File: config.mk
export PLATFORM = sky130hd
export DESIGN_NAME = meter_frame_crc_parser_unit_flat
export DESIGN_NICKNAME = d
export VERILOG_FILES = /design/src/hdl/mfcp_pkg.sv /design/src/hdl/mfcp_frame_if.sv /design/src/hdl/mfcp_crc_lanes.sv /design/src/hdl/meter_frame_crc_parser_unit.sv /design/src/flat_wrapper.sv
export SDC_FILE = /design/constraint.sdc
export NUM_CORES = 2
export LEC_CHECK = 0
export BUFFER_PORTS_ARGS = -buffer_cell sky130_fd_sc_hd__buf_4
export CORE_MARGIN = 1
export CORE_UTILIZATION = 49
export DETAILED_ROUTE_END_ITERATION = 7
export PLACE_DENSITY = 0.66
export SLEW_MARGIN = 25
export SYNTH_ARGS = -nofsm -noshare
export SYNTH_HDL_FRONTEND = slang
export SYNTH_HIERARCHICAL = 1
export SYNTH_SLANG_ARGS = --single-unit
File: constraint.sdc
create_clock -name clk -period 30.4 [get_ports clk]
set_clock_uncertainty 0.05 [all_clocks]
set_input_delay 6.08 -clock clk [delete_from_list [all_inputs] [get_ports clk]]
set_output_delay 6.08 -clock clk [all_outputs]
set_load 0.05 [all_outputs]
File: src/hdl/mfcp_pkg.sv
`default_nettype none

package mfcp_pkg;

  // Frame geometry and sizing.
  localparam int MAX_FRAME = 256;
  localparam int CNT_W     = $clog2(MAX_FRAME + 1);
  localparam int HDR_LEN   = 36;

  // CRC lanes: one lane per network init value.
  localparam int NUM_INITS = 15;
  localparam int TABLE_LEN = 15;
  localparam int NUM_LANES = (NUM_INITS < TABLE_LEN) ? NUM_INITS : TABLE_LEN;
  localparam int IDX_W     = 4;

  localparam logic [15:0] CRC_POLY = 16'h1021;

  // Frame codes.
  localparam logic [7:0] TYPE_CODE = 8'h2A;
  localparam logic [7:0] SUB_SHORT = 8'hD2;
  localparam logic [7:0] SUB_LONG  = 8'h55;
  localparam logic [7:0] SUB_DEST4 = 8'hD5;
  localparam logic [7:0] LEN_FULL  = 8'h47;

  // Network init values, in match priority order.
  localparam logic [15:0] NET_INIT [TABLE_LEN] = '{
    16'hE623, 16'h5FD6, 16'hD553, 16'h45F8, 16'h62C1, 16'h23D1, 16'h2C22, 16'h142A,
    16'h47F7, 16'h22C6, 16'h8819, 16'h4E2D, 16'h1D65, 16'hB9A9, 16'hD1FF
  };

  typedef enum logic [2:0] {
    ST_OK           = 3'd0,
    ST_OTHER_TYPE   = 3'd1,
    ST_SHORT_FRAME  = 3'd2,
    ST_LENGTH_SHORT = 3'd3,
    ST_CRC_FAIL     = 3'd4
  } status_t;

  // Control from the frame tracker to the CRC lane bank.
  typedef struct packed {
    logic accept;
    logic restart;
    logic update;
  } lane_ctrl_t;

  // Lane bank answer: first lane whose CRC equals the received CRC.
  typedef struct packed {
    logic             found;
    logic [IDX_W-1:0] index;
  } lane_match_t;

  typedef struct packed {
    status_t     status;
    logic [7:0]  subtype;
    logic [3:0]  net_index;
    logic [15:0] network_id;
    logic        proto_v5;
    logic [31:0] source_id;
    logic [47:0] source_wan;
    logic [47:0] dest_address;
    logic [31:0] uptime;
    logic [31:0] timestamp;
    logic [4:0]  present_mask;
  } result_t;

  // One byte through an MSB-first CRC-16, no reflection.
  function automatic logic [15:0] crc_byte(input logic [15:0] crc, input logic [7:0] data);
    logic [15:0] v;
    v = crc ^ {data, 8'h00};
    for (int b = 0; b < 8; b++) begin
      v = v[15] ? ((v << 1) ^ CRC_POLY) : (v << 1);
    end
    return v;
  endfunction

  function automatic logic [15:0] net_init_value(input logic [IDX_W-1:0] idx);
    logic [15:0] v;
    v = '0;
    for (int i = 0; i < TABLE_LEN; i++) begin
      if (idx == IDX_W'(i)) begin
        v = NET_INIT[i];
      end
    end
    return v;
  endfunction

endpackage

`default_nettype wire

File: src/hdl/mfcp_frame_if.sv
`default_nettype none

// Word channel carrying decoded frame bytes.
interface mfcp_frame_if;
  logic       valid;
  logic       ready;
  logic [7:0] data_byte;
  logic       first_byte;
  logic       last_byte;
  logic       version_v5;

  modport source(output valid, data_byte, first_byte, last_byte, version_v5, input ready);
  modport sink(input valid, data_byte, first_byte, last_byte, version_v5, output ready);
endinterface

// Word channel carrying one parse result per frame.
interface mfcp_result_if;
  logic        valid;
  logic        ready;
  logic [2:0]  status;
  logic [7:0]  subtype;
  logic [3:0]  net_index;
  logic [15:0] network_id;
  logic        proto_v5;
  logic [31:0] source_id;
  logic [47:0] source_wan;
  logic [47:0] dest_address;
  logic [31:0] uptime;
  logic [31:0] timestamp;
  logic [4:0]  present_mask;

  modport source(output valid, status, subtype, net_index, network_id, proto_v5, source_id,
                 source_wan, dest_address, uptime, timestamp, present_mask, input ready);
  modport sink(input valid, status, subtype, net_index, network_id, proto_v5, source_id,
               source_wan, dest_address, uptime, timestamp, present_mask, output ready);
endinterface

`default_nettype wire

File: src/hdl/mfcp_crc_lanes.sv
`default_nettype none

module mfcp_crc_lanes (
  input  wire                  clk,
  input  wire                  rst,
  input  mfcp_pkg::lane_ctrl_t  ctrl,
  input  wire  [7:0]           data,
  input  wire  [15:0]          crc_rx,
  output mfcp_pkg::lane_match_t match
);

  logic [15:0] lanes      [mfcp_pkg::NUM_LANES];
  logic [15:0] lanes_next [mfcp_pkg::NUM_LANES];

  // Each lane restarts from its init value and absorbs data bytes of the body.
  always_comb begin
    for (int i = 0; i < mfcp_pkg::NUM_LANES; i++) begin
      lanes_next[i] = ctrl.restart ? mfcp_pkg::NET_INIT[i] : lanes[i];
      if (ctrl.update) begin
        lanes_next[i] = mfcp_pkg::crc_byte(lanes_next[i], data);
      end
    end
  end

  always_ff @(posedge clk) begin
    if (rst) begin
      for (int i = 0; i < mfcp_pkg::NUM_LANES; i++) begin
        lanes[i] <= mfcp_pkg::NET_INIT[i];
      end
    end else if (ctrl.accept) begin
      for (int i = 0; i < mfcp_pkg::NUM_LANES; i++) begin
        lanes[i] <= lanes_next[i];
      end
    end
  end

  // Priority match: the lowest lane that equals the received CRC wins.
  always_comb begin
    match.found = 1'b0;
    match.index = '0;
    for (int i = mfcp_pkg::NUM_LANES - 1; i >= 0; i--) begin
      if (lanes_next[i] == crc_rx) begin
        match.found = 1'b1;
        match.index = mfcp_pkg::IDX_W'(i);
      end
    end
  end

endmodule

`default_nettype wire

File: src/hdl/meter_frame_crc_parser_unit.sv
`default_nettype none

// Meter frame parser: takes one decoded frame byte per cycle, marked first and last,
// checks the type byte, the length and the CRC-16 against fifteen network init values
// in parallel, and on the last byte of a frame delivers one result word with the status,
// the matching network and the address, uptime and clock fields of the frame. A byte is
// taken in every cycle while the result register is free or being emptied; the result
// of a frame appears in the cycle after its last byte. The cost per byte is one pass of
// the byte-wide CRC network of each lane followed by the lane compare and field selection.
module meter_frame_crc_parser_unit (
  input wire               clk,
  input wire               rst,
  mfcp_frame_if.sink       frame,
  mfcp_result_if.source    result
);

  // Frame tracking state.
  logic [mfcp_pkg::CNT_W-1:0] byte_count, byte_count_next;
  logic [15:0]      frame_length, frame_length_next;
  logic             short_header, short_header_next;
  logic [7:0]       header_bytes [mfcp_pkg::HDR_LEN];
  logic [7:0]       header_bytes_next [mfcp_pkg::HDR_LEN];
  logic [15:0]      received_crc, received_crc_next;
  logic             version_flag, version_flag_next;

  logic               res_valid;
  mfcp_pkg::result_t  res, res_next;

  logic                       accept;
  logic [mfcp_pkg::CNT_W-1:0] pos;
  logic                       in_range;
  logic [mfcp_pkg::CNT_W-1:0] body_start;
  logic [16:0]                body_offset;
  logic [16:0]                len_ext;
  logic                       in_body;
  logic [16:0]                need;
  logic                       up_nonzero;
  mfcp_pkg::lane_ctrl_t       lane_ctrl;
  mfcp_pkg::lane_match_t      lane_match;

  // The result register parts the two sides: a byte is taken whenever it is free.
  assign frame.ready = !res_valid || result.ready;
  assign accept      = frame.valid && frame.ready;

  // Next frame state from the current byte, with a frame start restoring reset values and taking the version flag.
  always_comb begin
    pos               = frame.first_byte ? '0 : byte_count;
    frame_length_next = frame.first_byte ? '0 : frame_length;
    short_header_next = frame.first_byte ? 1'b0 : short_header;
    received_crc_next = frame.first_byte ? '0 : received_crc;
    version_flag_next = frame.first_byte ? frame.version_v5 : version_flag;
    in_range          = pos < mfcp_pkg::CNT_W'(mfcp_pkg::MAX_FRAME);

    for (int i = 0; i < mfcp_pkg::HDR_LEN; i++) begin
      header_bytes_next[i] = frame.first_byte ? 8'h00 : header_bytes[i];
      if (in_range && pos == mfcp_pkg::CNT_W'(i)) begin
        header_bytes_next[i] = frame.data_byte;
      end
    end

    if (in_range && pos == mfcp_pkg::CNT_W'(1)) begin
      short_header_next = (frame.data_byte == mfcp_pkg::SUB_SHORT);
    end
    if (in_range && pos == mfcp_pkg::CNT_W'(2)) begin
      frame_length_next = short_header_next ? {8'h00, frame.data_byte}
                                            : {frame.data_byte, 8'h00};
    end
    if (in_range && pos == mfcp_pkg::CNT_W'(3) && !short_header_next) begin
      frame_length_next = frame_length_next | {8'h00, frame.data_byte};
    end

    // Body bytes: data for the CRC lanes, then the big-endian received CRC.
    body_start  = short_header_next ? mfcp_pkg::CNT_W'(3) : mfcp_pkg::CNT_W'(4);
    len_ext     = {1'b0, frame_length_next};
    body_offset = 17'(pos) - 17'(body_start);
    in_body     = in_range && (pos >= body_start) && (frame_length_next >= 16'd2);

    lane_ctrl.accept  = accept;
    lane_ctrl.restart = frame.first_byte;
    lane_ctrl.update  = in_body && (body_offset < len_ext - 17'd2);

    if (in_body && body_offset == len_ext - 17'd2) begin
      received_crc_next[15:8] = frame.data_byte;
    end else if (in_body && body_offset == len_ext - 17'd1) begin
      received_crc_next[7:0] = frame.data_byte;
    end

    byte_count_next = in_range ? pos + mfcp_pkg::CNT_W'(1) : pos;
  end

  mfcp_crc_lanes u_lanes (
    .clk    (clk),
    .rst    (rst),
    .ctrl   (lane_ctrl),
    .data   (frame.data_byte),
    .crc_rx (received_crc_next),
    .match  (lane_match)
  );

  // Frame verdict and field extraction from the state after this byte.
  always_comb begin
    res        = '0;
    res_next   = '0;
    need       = len_ext + (short_header_next ? 17'd5 : 17'd4);
    up_nonzero = 1'b0;

    if (byte_count_next < mfcp_pkg::CNT_W'(5)) begin
      res_next.status = mfcp_pkg::ST_SHORT_FRAME;
    end else if (header_bytes_next[0] != mfcp_pkg::TYPE_CODE) begin
      res_next.status = mfcp_pkg::ST_OTHER_TYPE;
    end else if (17'(byte_count_next) < need) begin
      res_next.status = mfcp_pkg::ST_LENGTH_SHORT;
    end else if (frame_length_next < 16'd2 || !lane_match.found) begin
      res_next.status = mfcp_pkg::ST_CRC_FAIL;
    end else begin
      res_next.status     = mfcp_pkg::ST_OK;
      res_next.subtype    = header_bytes_next[1];
      res_next.net_index  = lane_match.index;
      res_next.network_id = mfcp_pkg::net_init_value(lane_match.index);
      res_next.proto_v5   = version_flag_next;
      if (header_bytes_next[1] != mfcp_pkg::SUB_SHORT) begin
        res_next.present_mask[0] = 1'b1;
      end
      if (header_bytes_next[1] == mfcp_pkg::SUB_LONG) begin
        res_next.dest_address = {header_bytes_next[5], header_bytes_next[6],
                                 header_bytes_next[7], header_bytes_next[8],
                                 header_bytes_next[9], header_bytes_next[10]};
        res_next.source_wan   = {header_bytes_next[11], header_bytes_next[12],
                                 header_bytes_next[13], header_bytes_next[14],
                                 header_bytes_next[15], header_bytes_next[16]};
        res_next.source_id    = {header_bytes_next[24], header_bytes_next[25],
                                 header_bytes_next[26], header_bytes_next[27]};
        res_next.uptime       = {header_bytes_next[18], header_bytes_next[19],
                                 header_bytes_next[20], header_bytes_next[21]};
        res_next.present_mask[2:1] = 2'b11;
      end else if (header_bytes_next[1] == mfcp_pkg::SUB_DEST4) begin
        res_next.dest_address = {16'h0000, header_bytes_next[5], header_bytes_next[6],
                                 header_bytes_next[7], header_bytes_next[8]};
        res_next.source_id    = {header_bytes_next[9], header_bytes_next[10],
                                 header_bytes_next[11], header_bytes_next[12]};
        res_next.present_mask[2] = 1'b1;
        if (frame_length_next == {8'h00, mfcp_pkg::LEN_FULL}) begin
          res_next.timestamp  = {header_bytes_next[14], header_bytes_next[15],
                                 header_bytes_next[16], header_bytes_next[17]};
          res_next.uptime     = {header_bytes_next[22], header_bytes_next[23],
                                 header_bytes_next[24], header_bytes_next[25]};
          res_next.source_wan = {header_bytes_next[30], header_bytes_next[31],
                                 header_bytes_next[32], header_bytes_next[33],
                                 header_bytes_next[34], header_bytes_next[35]};
          res_next.present_mask[3] = 1'b1;
          res_next.present_mask[1] = 1'b1;
        end
      end
      up_nonzero = (res_next.uptime != 32'd0);
      res_next.present_mask[4] = up_nonzero;
    end
  end

  // Frame state registers.
  always_ff @(posedge clk) begin
    if (rst) begin
      byte_count   <= '0;
      frame_length <= '0;
      short_header <= 1'b0;
      received_crc <= '0;
      version_flag <= 1'b0;
      for (int i = 0; i < mfcp_pkg::HDR_LEN; i++) begin
        header_bytes[i] <= 8'h00;
      end
    end else if (accept) begin
      byte_count   <= byte_count_next;
      frame_length <= frame_length_next;
      short_header <= short_header_next;
      received_crc <= received_crc_next;
      version_flag <= version_flag_next;
      for (int i = 0; i < mfcp_pkg::HDR_LEN; i++) begin
        header_bytes[i] <= header_bytes_next[i];
      end
    end
  end

  // Result register: loaded by a last byte, emptied when the word is taken.
  mfcp_pkg::result_t res_q;

  always_ff @(posedge clk) begin
    if (rst) begin
      res_valid <= 1'b0;
    end else if (accept && frame.last_byte) begin
      res_valid <= 1'b1;
    end else if (result.ready) begin
      res_valid <= 1'b0;
    end
  end

  always_ff @(posedge clk) begin
    if (accept && frame.last_byte) begin
      res_q <= res_next | res;
    end
  end

  assign result.valid        = res_valid;
  assign result.status       = res_q.status;
  assign result.subtype      = res_q.subtype;
  assign result.net_index    = res_q.net_index;
  assign result.network_id   = res_q.network_id;
  assign result.proto_v5     = res_q.proto_v5;
  assign result.source_id    = res_q.source_id;
  assign result.source_wan   = res_q.source_wan;
  assign result.dest_address = res_q.dest_address;
  assign result.uptime       = res_q.uptime;
  assign result.timestamp    = res_q.timestamp;
  assign result.present_mask = res_q.present_mask;

endmodule

`default_nettype wire
File: src/flat_wrapper.sv
// flat-port wrapper written by rule: the top's interface ports become plain ports
module meter_frame_crc_parser_unit_flat 
  (clk, rst, frame_valid, frame_data_byte, frame_first_byte, frame_last_byte, frame_version_v5, frame_ready, result_valid, result_status, result_subtype, result_net_index, result_network_id, result_proto_v5, result_source_id, result_source_wan, result_dest_address, result_uptime, result_timestamp, result_present_mask, result_ready);
  mfcp_frame_if frame_i ();
  mfcp_result_if result_i ();
  input wire clk;
  input wire rst;
  input wire logic [$bits(frame_i.valid)-1:0] frame_valid;
  input wire logic [$bits(frame_i.data_byte)-1:0] frame_data_byte;
  input wire logic [$bits(frame_i.first_byte)-1:0] frame_first_byte;
  input wire logic [$bits(frame_i.last_byte)-1:0] frame_last_byte;
  input wire logic [$bits(frame_i.version_v5)-1:0] frame_version_v5;
  output wire logic [$bits(frame_i.ready)-1:0] frame_ready;
  output wire logic [$bits(result_i.valid)-1:0] result_valid;
  output wire logic [$bits(result_i.status)-1:0] result_status;
  output wire logic [$bits(result_i.subtype)-1:0] result_subtype;
  output wire logic [$bits(result_i.net_index)-1:0] result_net_index;
  output wire logic [$bits(result_i.network_id)-1:0] result_network_id;
  output wire logic [$bits(result_i.proto_v5)-1:0] result_proto_v5;
  output wire logic [$bits(result_i.source_id)-1:0] result_source_id;
  output wire logic [$bits(result_i.source_wan)-1:0] result_source_wan;
  output wire logic [$bits(result_i.dest_address)-1:0] result_dest_address;
  output wire logic [$bits(result_i.uptime)-1:0] result_uptime;
  output wire logic [$bits(result_i.timestamp)-1:0] result_timestamp;
  output wire logic [$bits(result_i.present_mask)-1:0] result_present_mask;
  input wire logic [$bits(result_i.ready)-1:0] result_ready;
  assign frame_i.valid = frame_valid;
  assign frame_i.data_byte = frame_data_byte;
  assign frame_i.first_byte = frame_first_byte;
  assign frame_i.last_byte = frame_last_byte;
  assign frame_i.version_v5 = frame_version_v5;
  assign frame_ready = frame_i.ready;
  assign result_valid = result_i.valid;
  assign result_status = result_i.status;
  assign result_subtype = result_i.subtype;
  assign result_net_index = result_i.net_index;
  assign result_network_id = result_i.network_id;
  assign result_proto_v5 = result_i.proto_v5;
  assign result_source_id = result_i.source_id;
  assign result_source_wan = result_i.source_wan;
  assign result_dest_address = result_i.dest_address;
  assign result_uptime = result_i.uptime;
  assign result_timestamp = result_i.timestamp;
  assign result_present_mask = result_i.present_mask;
  assign result_i.ready = result_ready;
  meter_frame_crc_parser_unit u_core (.clk(clk), .rst(rst), .frame(frame_i), .result(result_i));
endmodule
==> flow_metrics.env <==
export IMPL_nFillCells=9056
export IMPL_hold_violations=0
export IMPL_worstPathRequired_ns=30.87
export IMPL_cts_hold_buf=0
export IMPL_post_cts_resized=0
export IMPL_top_usage_layer="met2"
export IMPL_grt_pass1_vias=41100
export IMPL_synth_seq_area_share=0.450
export IMPL_antenna_found_initial=1
export IMPL_wl_microns=184000
export IMPL_hpwl_microns=113000
export IMPL_worstPathArrival_ns=17.88
export IMPL_vias=43800
export IMPL_first_pass_iters=7
export IMPL_synth_most_common_cell="nor2_1"
export IMPL_port_buffers=245
export IMPL_wire_per_inst_microns=27.4
export IMPL_dpl_cell_area_sq_um=52500
export IMPL_die_w_microns=321
export IMPL_ioPinCount=246
export IMPL_synth_top_area_cell="edfxtp_1"
export IMPL_setup_violations=0
export IMPL_synth_top_area_share=0.433
export IMPL_synth_top_cells_by_area="edfxtp_1, xnor2_1, nor2_1"
export IMPL_fin_util=0.551
export IMPL_critPathMaxFanout=143
export IMPL_drive_gt1_frac=0.123
export IMPL_clk_path_buf_depth=3
export IMPL_synth_edf_count=717
export IMPL_clock_power_share=0.384
export IMPL_design_die_area_sq_um=103000
export IMPL_dp_cells=6547
export IMPL_cts_sinks=761
export IMPL_grt_pass1_wl_microns=271000
export IMPL_cts_tree="yes"
export IMPL_grtUsageMet2=0.530
export IMPL_via_per_inst=6.52
export IMPL_hold_class="reg -> reg"
export IMPL_path_class="in -> reg"
export IMPL_avgSynthCellArea_sq_um=9.37
export IMPL_period_minus_slack_ns=17.41
export IMPL_synthTopCellsByCount="nor2_1, edfxtp_1, xnor2_1, a21oi_1, clkbuf_1"
export IMPL_synth_area_sq_um=49800
export IMPL_ant_nets=0
export IMPL_num_rows=116
export IMPL_detail_route_drc_violations=0
export IMPL_crit_top_cell="o21a_1"
export IMPL_combPwrFrac=0.173
export IMPL_dr_first_iter_drc_count=6143
export IMPL_syn2layout_area_growth_pct=11.2
export IMPL_synth_ff_type="edfxtp_1"
export IMPL_internal_power_uw=1930
export IMPL_syn_nets=5368
export IMPL_clk_latency_ns=0.71
export IMPL_swShare=0.301
export IMPL_slowest_stage="nor2b_1"
export IMPL_cts_buffers=89
export IMPL_fin_cells=6713
export IMPL_design_area_sq_um=55400
export IMPL_post_route_period_util=0.573
export IMPL_drv_cap=0
export IMPL_syn_instance_count=5313
export IMPL_cts_htree_levels=3
export IMPL_power_density_nw_per_um2=49.9
export IMPL_ys_seq_elements=761
export IMPL_die_y_microns=321
export IMPL_final_max_slew_viol_count=0
export IMPL_critPathMaxStageDelay_ns=1.00
export IMPL_initial_core_util=0.496
export IMPL_use_met3=0.0719
export IMPL_tns_ns=0
export IMPL_postCtsSetupBuffers=0
export IMPL_gr_total_overflow=0
export IMPL_grt_max_degree=193
export IMPL_core_region_area_sq_um=100000
export IMPL_max_freq_ghz=0.0574
export IMPL_nNetsFinal=5337
export IMPL_worst_pin_slew_ns=1.17
export IMPL_outcome="completed"
export IMPL_async_flop_share=0
export IMPL_peakVddDrop_uv=41.7
export IMPL_root_buffer="clkbuf_16"
export IMPL_yosysUniqueCellTypes=107
export IMPL_grt_met1_usage=0.460
export IMPL_p_sw_uw=831
export IMPL_seqPwrFrac=0.443
export IMPL_yosysWarningCount=6
export IMPL_leakagePower_uw=0.0184
export IMPL_clk_pin_slew_worst_paths_ns=0.06
export IMPL_rsz0062_at_grt="no"
export IMPL_start_kind="input pin"
export IMPL_slew_headroom=0.219
export IMPL_finalWeightedCongestion=0.986
export IMPL_end_kind="register"
export IMPL_groute_usage_overall=0.349
==> critical path: cells and delay by family <==
kind | cells | cell delay [ns]
AOI/OAI and AO/OA | 14 | 3.17
xor gates and xnor gates | 2 | 0.45
adders and majority gates | 3 | 1.35
buffers and inverters | 5 | 1.97
and+or+nand+nor | 15 | 4.51
==> path summary, 6_finish.rpt <==
path / start / end / slack, ns / depth (start not counted)
max: frame_first_byte / u_core/result.timestamp[11]$_SDFFCE_PP0P_ / 12.99 / 39
min reg2reg: u_core/received_crc[3]$_SDFFE_PP0P_ / u_core/received_crc[3]$_SDFFE_PP0P_ / 0.40 / 2
min: u_core/received_crc[3]$_SDFFE_PP0P_ / u_core/received_crc[3]$_SDFFE_PP0P_ / 0.40 / 2
max reg2reg: u_core/byte_count[0]$_SDFFE_PP0P_ / u_core/result.timestamp[11]$_SDFFCE_PP0P_ / 18.45 / 37
==> power groups by stage <==
stage / clock, uW / combinational, uW / sequential [uW]
floorplan: 0 / 287 / 1280
global placement: 0 / 461 / 1240
detailed placement: 0 / 464 / 1250
CTS: 1070 / 466 / 1220
global route: 1110 / 503 / 1230
finish: 1060 / 478 / 1220
==> routing by layer <==
metal | routed length [microns] | vias to the layer above
met4 | 12500 | 0
met3 | 20500 | 638
met5 | 0 | -
met1 | 70300 | 21000
li1 | - | 19300
met2 | 80700 | 2812
==> cells in the final DEF (no fill, tap or decap), types with 49 or more instances in the layout <==
| master | synthesis | layout |
|---|---|---|
| o21ai_0 | 206 | 205 |
| inv_1 | 62 | 59 |
| o22a_1 | 109 | 109 |
| nor3_1 | 160 | 157 |
| edfxtp_1 | 717 | 717 |
| nor3b_1 | 118 | 118 |
| xor2_1 | 109 | 107 |
| a31oi_1 | 151 | 151 |
| a22oi_1 | 56 | 55 |
| nor2b_1 | 73 | 71 |
| nand2_1 | 297 | 296 |
| nor2_1 | 831 | 828 |
| o22ai_1 | 74 | 74 |
| xnor2_1 | 432 | 427 |
| nand2b_1 | 65 | 62 |
| buf_4 | 17 | 348 |
| and2_1 | 119 | 119 |
| a21oi_1 | 363 | 362 |
| clkbuf_16 | 0 | 90 |
| a211oi_2 | 49 | 49 |
| nand3_1 | 73 | 72 |
| a211oi_1 | 78 | 78 |
==> flip-flops by register name, indices dropped and copies added (netlist names), 3 cells and up <==
register	count
u_core/header_bytes	248
u_core/u_lanes/lanes	240
u_core/result.dest_address	48
u_core/result.source_wan	48
u_core/result.source_id	32
u_core/result.timestamp	32
u_core/result.uptime	32
u_core/frame_length	16
u_core/received_crc	16
u_core/result.network_id	16
u_core/byte_count	9
u_core/result.subtype	8
u_core/result.present_mask	5
u_core/result.net_index	4
u_core/result.status	3
==> stage by stage <==
step | hold WS (ns) | power [uW] | setup slack [ns]
2_1_floorplan | 0.377 | 1570 | 14.98
3_3_place_gp | 0.383 | 1710 | 12.94
3_5_place_dp | 0.389 | 1710 | 12.76
4_1_cts | 0.397 | 2760 | 13.47
5_1_grt | 0.413 | 2840 | 12.44
6_report | 0.396 | 2760 | 12.99
==> cells by family (layout without fill, tap and decap cells) <==
logic type / Yosys count / after routing / share of synthesized area
AND/OR/NAND/NOR: 1942 / 1942 / 0.187
AO/OA/AOI/OAI: 1410 / 1410 / 0.193
flip-flops: 761 / 761 / 0.450
buffers and inverters: 560 / 601 / 0.0470
XOR/XNOR: 557 / 557 / 0.102
multiplexers: 43 / 43 / 0.00978
adder cells (fa/ha/maj): 40 / 40 / 0.0102
other: 0 / 2 / 0
==> final cells by class <==
cell class,count,area (sq um),area share
Antenna cell,2,5.00,0.0000904
Clock buffer,110,2360,0.0426
Clock inverter,53,472,0.00852
Inverter,79,312,0.00563
Multi-Input combinational cell,3992,25300,0.457
Sequential cell,761,22400,0.405
Tap cell,1357,1700,0.0307
Timing Repair Buffer,359,2830,0.0510
Power figures use the tool's default switching activity.
